==> src/rtv_pkg.sv <==
package rtv_pkg;

  localparam int CoordWidth   = 32;
  localparam int AngleWidth   = 16;
  localparam int TrigFracBits = 15;
  localparam int TrigWidth    = TrigFracBits + 2;
  localparam int QuadBits     = AngleWidth - 2;

  // word sizes of the serial sine sequencer (Q2.62 fixed point)
  localparam int WordWidth = 64;
  localparam int HalfWidth = 32;
  localparam int AccWidth  = 128;
  localparam int FracQ     = 62;
  localparam logic [WordWidth-1:0] HalfPiQ62 = 64'h6487_ED51_10B4_611A;

  localparam int TermLimit = 20;
  localparam int KWidth    = 5;
  localparam int DvsWidth  = 11;

  localparam int CfgIdxWidth = 2;
  localparam logic [CfgIdxWidth-1:0] CfgAngle   = 2'd0;
  localparam logic [CfgIdxWidth-1:0] CfgOffsetX = 2'd1;
  localparam logic [CfgIdxWidth-1:0] CfgOffsetY = 2'd2;

  typedef struct packed {
    logic signed [TrigWidth-1:0] cos_v;
    logic signed [TrigWidth-1:0] sin_v;
  } trig_t;

  // (2k)(2k+1), divisor of the k-th series term
  function automatic logic [DvsWidth-1:0] term_divisor(input logic [KWidth-1:0] k);
    logic [KWidth:0]       e;
    logic [2*KWidth+1:0]   p;
    e = {k, 1'b0};
    p = {{(KWidth+1){1'b0}}, e} * {{(KWidth+1){1'b0}}, e | (KWidth+1)'(1)};
    return p[DvsWidth-1:0];
  endfunction

endpackage

==> src/rtv_trig.sv <==
module rtv_trig import rtv_pkg::*; (
  input  logic                  clk_i,
  input  logic                  rst_ni,
  input  logic                  angle_we_i,
  input  logic [AngleWidth-1:0] angle_i,
  output logic                  busy_o,
  output trig_t                 trig_o
);

  localparam logic [2:0] StIdle = 3'd0;
  localparam logic [2:0] StMx   = 3'd1;
  localparam logic [2:0] StMx2  = 3'd2;
  localparam logic [2:0] StLoop = 3'd3;
  localparam logic [2:0] StMt   = 3'd4;
  localparam logic [2:0] StDiv  = 3'd5;
  localparam logic [2:0] StAcc  = 3'd6;
  localparam logic [2:0] StFin  = 3'd7;

  localparam logic [5:0] MulLast = 6'd4;
  localparam logic [5:0] DivLast = 6'(WordWidth - 1);
  localparam logic [QuadBits:0] Quarter = {1'b1, {QuadBits{1'b0}}};
  localparam logic [WordWidth-1:0] RoundBit = WordWidth'(1) << (FracQ - 1 - TrigFracBits);

  logic [2:0]              state_q;
  logic [5:0]              cnt_q;
  logic                    run_q;
  logic [KWidth-1:0]       k_q;
  trig_t                   trig_q;

  logic [WordWidth-1:0]    op_a_q, op_b_q;
  logic [AccWidth-1:0]     acc_q;
  logic [WordWidth-1:0]    prod_q;
  logic [1:0]              psh_q;
  logic [WordWidth-1:0]    term_q, sum_q, x2_q, quo_q;
  logic [DvsWidth-1:0]     rem_q;
  logic [QuadBits-1:0]     r_q;
  logic [1:0]              quad_q;
  logic [TrigWidth-1:0]    s_q;

  logic                    mul_st, mul_last, more_terms, div_ge, acc_clr;
  logic [HalfWidth-1:0]    a_part, b_part;
  logic [AccWidth-1:0]     prod_ext, acc_add;
  logic [WordWidth-1:0]    x_new, q62, sum_rnd;
  logic [DvsWidth-1:0]     dvs, rem_nx;
  logic [DvsWidth:0]       rem_sh;
  logic [TrigWidth-1:0]    quad_val;
  trig_t                   trig_new;

  always_comb begin
    mul_st   = (state_q == StMx) || (state_q == StMx2) || (state_q == StMt);
    mul_last = mul_st && (cnt_q == MulLast);
    a_part   = cnt_q[1] ? op_a_q[WordWidth-1:HalfWidth] : op_a_q[HalfWidth-1:0];
    b_part   = cnt_q[0] ? op_b_q[WordWidth-1:HalfWidth] : op_b_q[HalfWidth-1:0];
    case (psh_q)
      2'd0:    prod_ext = {{WordWidth{1'b0}}, prod_q};
      2'd1:    prod_ext = {{HalfWidth{1'b0}}, prod_q, {HalfWidth{1'b0}}};
      default: prod_ext = {prod_q, {WordWidth{1'b0}}};
    endcase
    acc_add    = acc_q + prod_ext;
    x_new      = acc_add[QuadBits+WordWidth-1:QuadBits];
    q62        = acc_add[FracQ+WordWidth-1:FracQ];
    dvs        = term_divisor(k_q);
    rem_sh     = {rem_q, quo_q[WordWidth-1]};
    div_ge     = rem_sh >= {1'b0, dvs};
    rem_nx     = div_ge ? DvsWidth'(rem_sh - {1'b0, dvs}) : rem_sh[DvsWidth-1:0];
    sum_rnd    = sum_q + RoundBit;
    quad_val   = sum_rnd[WordWidth-1 -: TrigWidth];
    more_terms = (k_q < KWidth'(TermLimit)) && (term_q != '0);
    acc_clr    = angle_we_i || ((state_q == StMx) && mul_last) ||
                 ((state_q == StLoop) && more_terms) || ((state_q == StFin) && !run_q);
    case (quad_q)
      2'd0: begin
        trig_new.sin_v = s_q;
        trig_new.cos_v = quad_val;
      end
      2'd1: begin
        trig_new.sin_v = quad_val;
        trig_new.cos_v = -s_q;
      end
      2'd2: begin
        trig_new.sin_v = -s_q;
        trig_new.cos_v = -quad_val;
      end
      default: begin
        trig_new.sin_v = -quad_val;
        trig_new.cos_v = s_q;
      end
    endcase
  end

  always_ff @(posedge clk_i or negedge rst_ni) begin
    if (!rst_ni) begin
      state_q      <= StIdle;
      cnt_q        <= '0;
      run_q        <= 1'b0;
      k_q          <= '0;
      trig_q.cos_v <= TrigWidth'(1) << TrigFracBits;
      trig_q.sin_v <= '0;
    end else if (angle_we_i) begin
      state_q <= StMx;
      cnt_q   <= '0;
      run_q   <= 1'b0;
    end else begin
      unique case (state_q)
        StIdle: ;
        StMx: begin
          if (mul_last) begin
            state_q <= StMx2;
            cnt_q   <= '0;
          end else begin
            cnt_q <= cnt_q + 6'd1;
          end
        end
        StMx2: begin
          if (mul_last) begin
            state_q <= StLoop;
            k_q     <= KWidth'(1);
          end else begin
            cnt_q <= cnt_q + 6'd1;
          end
        end
        StLoop: begin
          if (more_terms) begin
            state_q <= StMt;
            cnt_q   <= '0;
          end else begin
            state_q <= StFin;
          end
        end
        StMt: begin
          if (mul_last) begin
            state_q <= StDiv;
            cnt_q   <= '0;
          end else begin
            cnt_q <= cnt_q + 6'd1;
          end
        end
        StDiv: begin
          if (cnt_q == DivLast) begin
            state_q <= StAcc;
          end else begin
            cnt_q <= cnt_q + 6'd1;
          end
        end
        StAcc: begin
          k_q     <= k_q + KWidth'(1);
          state_q <= StLoop;
        end
        StFin: begin
          if (!run_q) begin
            run_q   <= 1'b1;
            state_q <= StMx;
            cnt_q   <= '0;
          end else begin
            state_q <= StIdle;
            trig_q  <= trig_new;
          end
        end
        default: state_q <= StIdle;
      endcase
    end
  end

  always_ff @(posedge clk_i) begin
    if (mul_st && (cnt_q != MulLast)) begin
      prod_q <= a_part * b_part;
      psh_q  <= {1'b0, cnt_q[1]} + {1'b0, cnt_q[0]};
    end
    if (acc_clr) begin
      acc_q <= '0;
    end else if (mul_st && (cnt_q != '0)) begin
      acc_q <= acc_add;
    end
    if (angle_we_i) begin
      r_q    <= angle_i[QuadBits-1:0];
      quad_q <= angle_i[AngleWidth-1 -: 2];
      op_a_q <= WordWidth'(angle_i[QuadBits-1:0]);
      op_b_q <= HalfPiQ62;
    end else begin
      unique case (state_q)
        StMx: begin
          if (mul_last) begin
            term_q <= x_new;
            sum_q  <= x_new;
            op_a_q <= x_new;
            op_b_q <= x_new;
          end
        end
        StMx2: begin
          if (mul_last) begin
            x2_q <= q62;
          end
        end
        StLoop: begin
          if (more_terms) begin
            op_a_q <= term_q;
            op_b_q <= x2_q;
          end
        end
        StMt: begin
          if (mul_last) begin
            quo_q <= q62;
            rem_q <= '0;
          end
        end
        StDiv: begin
          quo_q <= {quo_q[WordWidth-2:0], div_ge};
          rem_q <= rem_nx;
        end
        StAcc: begin
          term_q <= quo_q;
          sum_q  <= k_q[0] ? sum_q - quo_q : sum_q + quo_q;
        end
        StFin: begin
          if (!run_q) begin
            s_q    <= quad_val;
            op_a_q <= WordWidth'(Quarter - {1'b0, r_q});
            op_b_q <= HalfPiQ62;
          end
        end
        default: ;
      endcase
    end
  end

  assign busy_o = (state_q != StIdle);
  assign trig_o = trig_q;

  a_we_busy: assert property (@(posedge clk_i) disable iff (!rst_ni)
    angle_we_i |=> busy_o)
    else $error("angle write did not start the sine sequencer");

  a_trig_hold: assert property (@(posedge clk_i) disable iff (!rst_ni)
    (state_q != StFin) |=> $stable(trig_q))
    else $error("sine/cosine changed outside the final step");

  a_rem_bound: assert property (@(posedge clk_i) disable iff (!rst_ni)
    (state_q == StDiv) |-> (rem_q < dvs))
    else $error("divider remainder not below divisor");

endmodule

==> config.mk <==
export PLATFORM = sky130hd
export DESIGN_NAME = rtv_trig
export DESIGN_NICKNAME = d
export VERILOG_FILES = /design/src/rtv_pkg.sv /design/src/rtv_trig.sv
export SDC_FILE = /design/constraint.sdc
export NUM_CORES = 2
export LEC_CHECK = 0
export ABC_AREA = 0
export BUFFER_PORTS_ARGS = -buffer_cell sky130_fd_sc_hd__buf_2
export CORE_ASPECT_RATIO = 1.4
export CORE_UTILIZATION = 40
export CTS_BUF_LIST = sky130_fd_sc_hd__clkbuf_4
export CTS_CLUSTER_DIAMETER = 100
export DETAILED_ROUTE_END_ITERATION = 8
export HOLD_SLACK_MARGIN = 0.15
export REMOVE_ABC_BUFFERS = 1
export SETUP_SLACK_MARGIN = 0.2
export SKIP_CTS_REPAIR_TIMING = 1
export SLEW_MARGIN = 25
export SYNTH_ARGS = -nofsm -noshare
export SYNTH_HDL_FRONTEND = slang
export SYNTH_SLANG_ARGS = --single-unit
export TNS_END_PERCENT = 30
==> constraint.sdc <==
create_clock -name clk_i -period 10.5 [get_ports clk_i]
set_input_delay 1.05 -clock clk_i [delete_from_list [all_inputs] [get_ports clk_i]]
set_output_delay 1.05 -clock clk_i [all_outputs]
set_load 0.03 [all_outputs]
==> flow_summary.json <==
{
  "netlist_area_sq_um": 76000,
  "portBuffers": 53,
  "syn_avg_cell_area_sq_um": 8.65,
  "drive_above_1_share": 0.0939,
  "hold_violations": 0,
  "htreeDepth": 4,
  "synth_mux_area_frac": 0.0301,
  "die_h_microns": 518,
  "floorplan.initialDensity": 0.404,
  "skew_ns": 0.0824,
  "critPathRequiredTime_ns": 11.43,
  "grt_setup_unrepaired": "false",
  "ys_seq_area_frac": 0.230,
  "slew_headroom": 0.190,
  "grt_pass1_wl_mm": 487,
  "wl_mm": 344,
  "fin_crit_sh": 0.959,
  "viasPerCell": 5.89,
  "core_sq_um": 188000,
  "grt_pass1_vias": 68200,
  "clock_sinks": 669,
  "crit_arrival_ns": 11.00,
  "synthAdderAreaFrac": 0.318,
  "clk_pin_slew_ns": 0.08,
  "synthDistinctLibCells": 104,
  "row_count": 188,
  "gp_congestion": 1.05,
  "synth_area_leaders": "fa_1 (24%), edfxtp_1 (15%), ha_1 (8.0%), dfxtp_1 (6.3%), nand2_1 (6.3%)",
  "layout-area-overhead-vs-synth_pct": 8.62,
  "synth_compound_area_frac": 0.137,
  "critPathKind": "reg2reg",
  "hp-class": "in2reg",
  "die_area_sq_um": 192000,
  "grt_max_degree": 161,
  "finalNetCount": 10200,
  "synth_top_area_frac": 0.239,
  "worst_pin_slew_ns": 1.21,
  "drv_slew": 0,
  "synth_area_leader_cell": "fa_1",
  "grt.total_usage": 0.357,
  "wire_per_inst_microns": 30.3,
  "synth_edf_count": 380,
  "ioPinCount": 54,
  "synthFlopType": "edfxtp_1",
  "ant_nets": 0,
  "clock-root-buffer": "clkbuf_4",
  "tritoncts": "built",
  "fin_crit_ns": 10.07,
  "fin_util": 0.439,
  "numCtsBuffers": 170,
  "synth_seq_cells": 669,
  "dpl.hpwl_mm": 278,
  "setup_tns_ns": 0,
  "rrSetupSlack_ns": 0.43,
  "setup_violations": 0,
  "overflow": 0,
  "synth_xor_area_frac": 0.0408,
  "route.detailed.drc": 0,
  "worstSetupEndpointType": "flop",
  "drtPass1Iterations": 6,
  "critPathMaxFanout": 35,
  "max-cap-violations": 0,
  "synth_top_family_by_area": "adder cells",
  "synthArstFlopShare": 0.0732,
  "dr_total_vias": 67000,
  "outcome": "finished clean",
  "antenna_found_initial": 23,
  "syn-instance-count": 8781,
  "drt_iter0_markers": 6670,
  "critPathLaunchType": "flop",
  "whs_ns": 0.197,
  "clock.fmax_mhz": 99.3,
  "synth_warnings": 0,
  "die_w_microns": 370,
  "max-clock-path-buffers": 3,
  "clk_latency_ns": 1.21,
  "synth-simple-area-share": 0.170
}
[per-stage QoR]
step | setup WS, ns | cell area, sq um | instances
2_1_floorplan | -0.292 | 74100 | 8293
3_3_place_gp | 0.329 | 79800 | 11000
3_5_place_dp | 0.246 | 80000 | 11000
4_1_cts | 0.242 | 82300 | 11400
5_1_grt | 0.230 | 82500 | 11400
6_report | 0.429 | 82500 | 11400
[layout make-up]
cell class                 count  area, sq um
clock buffer                 250         1880
antenna                       19         47.5
tap                         2470         3090
timing repair buffer         288         2160
fill                       18600       105000
clock inverter                65          392
inverter                    1003         3770
sequential                   669        17500
multi-input combinational   6621        53700
[routing by layer]
layer	share of wire	vias to the layer above	GRT usage	wire length, microns
li1	-	29100	-	-
met1	0.35	33700	0.398	121000
met2	0.47	3216	0.574	161000
met3	0.072	994	0.0645	24900
met4	0.11	10	0.329	37600
met5	0.00017	-	0	57
[cell usage in the layout, fill, tap and decap left out, types with 30 or more instances in the layout]
master / n
o21a_1: 43
a21o_1: 167
nor4_1: 38
nor3_1: 115
buf_2: 52
o21ai_0: 360
clkbuf_4: 250
dfrtp_1: 44
nand4_1: 111
mux2i_2: 43
inv_1: 998
o21bai_1: 64
a211oi_1: 89
edfxtp_1: 380
nor2_1: 1067
a31oi_1: 49
ha_1: 483
nand3_1: 80
mux2i_1: 67
a22o_1: 32
a21oi_1: 583
xnor2_1: 188
dfxtp_1: 240
and2_1: 99
xor2_1: 114
nand2_1: 1271
nand2b_1: 42
a221oi_1: 30
and3_1: 48
fa_1: 906
buf_4: 214
clkinv_1: 41
mux2_2: 76
o31ai_1: 33
[flip-flops by register name (all words and copies together), names as in the netlist]
register	cells
op_b_q	64
sum_q	64
r_q	14
s_q	17
run_q	1
prod_q	64
rem_q	11
acc_q	126
x2_q	64
cnt_q	6
quad_q	2
term_q	64
trig_o	34
quo_q	64
op_a_q	64
psh_q	2
state_q	3
k_q	5
[worst max-delay path, cell delays in order (launching register included)]
cell       delay, ns
dfrtp_4         0.87
buf_4           0.38
mux2_2          0.85
nand2_1         0.19
fa_1            0.57
inv_1           0.05
fa_1            0.40
fa_1            0.48
fa_1            0.60
fa_1            0.45
fa_1            0.51
fa_1            0.43
fa_1            0.46
ha_1            0.40
a21oi_1         0.21
o21ai_0         0.15
a211o_1         0.32
a21oi_1         0.15
o21ai_0         0.28
a2111oi_4       0.74
buf_4           0.24
or2_2           0.12
o31ai_1         0.11
a31oi_1         0.25
nor2_1          0.11
a221oi_1        0.34
xnor2_1         0.12
[Yosys cell counts (all sizes together), types with 11 or more instances]
| master | number |
|---|---|
| edfxtp | 380 |
| or2 | 22 |
| nand4 | 111 |
| nor2 | 1074 |
| nand3 | 82 |
| a211oi | 91 |
| a221oi | 31 |
| o41ai | 14 |
| fa | 906 |
| a22o | 32 |
| dfxtp | 240 |
| mux4 | 11 |
| o21a | 44 |
| ha | 483 |
| dfrtp | 48 |
| inv | 1002 |
| and3 | 49 |
| nand2b | 42 |
| or4 | 13 |
| a21oi | 588 |
| and2 | 101 |
| nand2 | 1274 |
| nor3 | 122 |
| o31ai | 35 |
| or3 | 26 |
| a211o | 14 |
| buf | 68 |
| nor2b | 27 |
| o22ai | 18 |
| o21bai | 64 |
| mux2 | 76 |
| mux2i | 118 |
| a31oi | 51 |
| nor4 | 43 |
| clkbuf | 420 |
| a21o | 167 |
| a2111oi | 11 |
| xnor2 | 218 |
| o211ai | 25 |
| xor2 | 131 |
| a221o | 12 |
| a21boi | 18 |
| o21ai | 377 |
[worst paths after layout]
check	startpoint	to	depth (start not counted)
setup / recovery	cnt_q[0]	prod_q[56]	26
hold / removal	angle_i[8]	r_q[8]	1
setup reg to reg	cnt_q[0]	prod_q[56]	26
hold reg to reg	acc_q[9]	acc_q[9]	2
max in group asynchronous	rst_ni	cnt_q[1]	3
min in group asynchronous	rst_ni	trig_o[22]	2
[logic make-up after synthesis]
family | Yosys count
simple gates | 3017
compound gates | 1661
buf+inv | 1491
fa+ha+maj | 1389
flops | 669
xor+xnor | 349
mux | 205
Power is not shown: default switching activity piles up to over one toggle a cycle in this logic, so the estimate is an artifact.
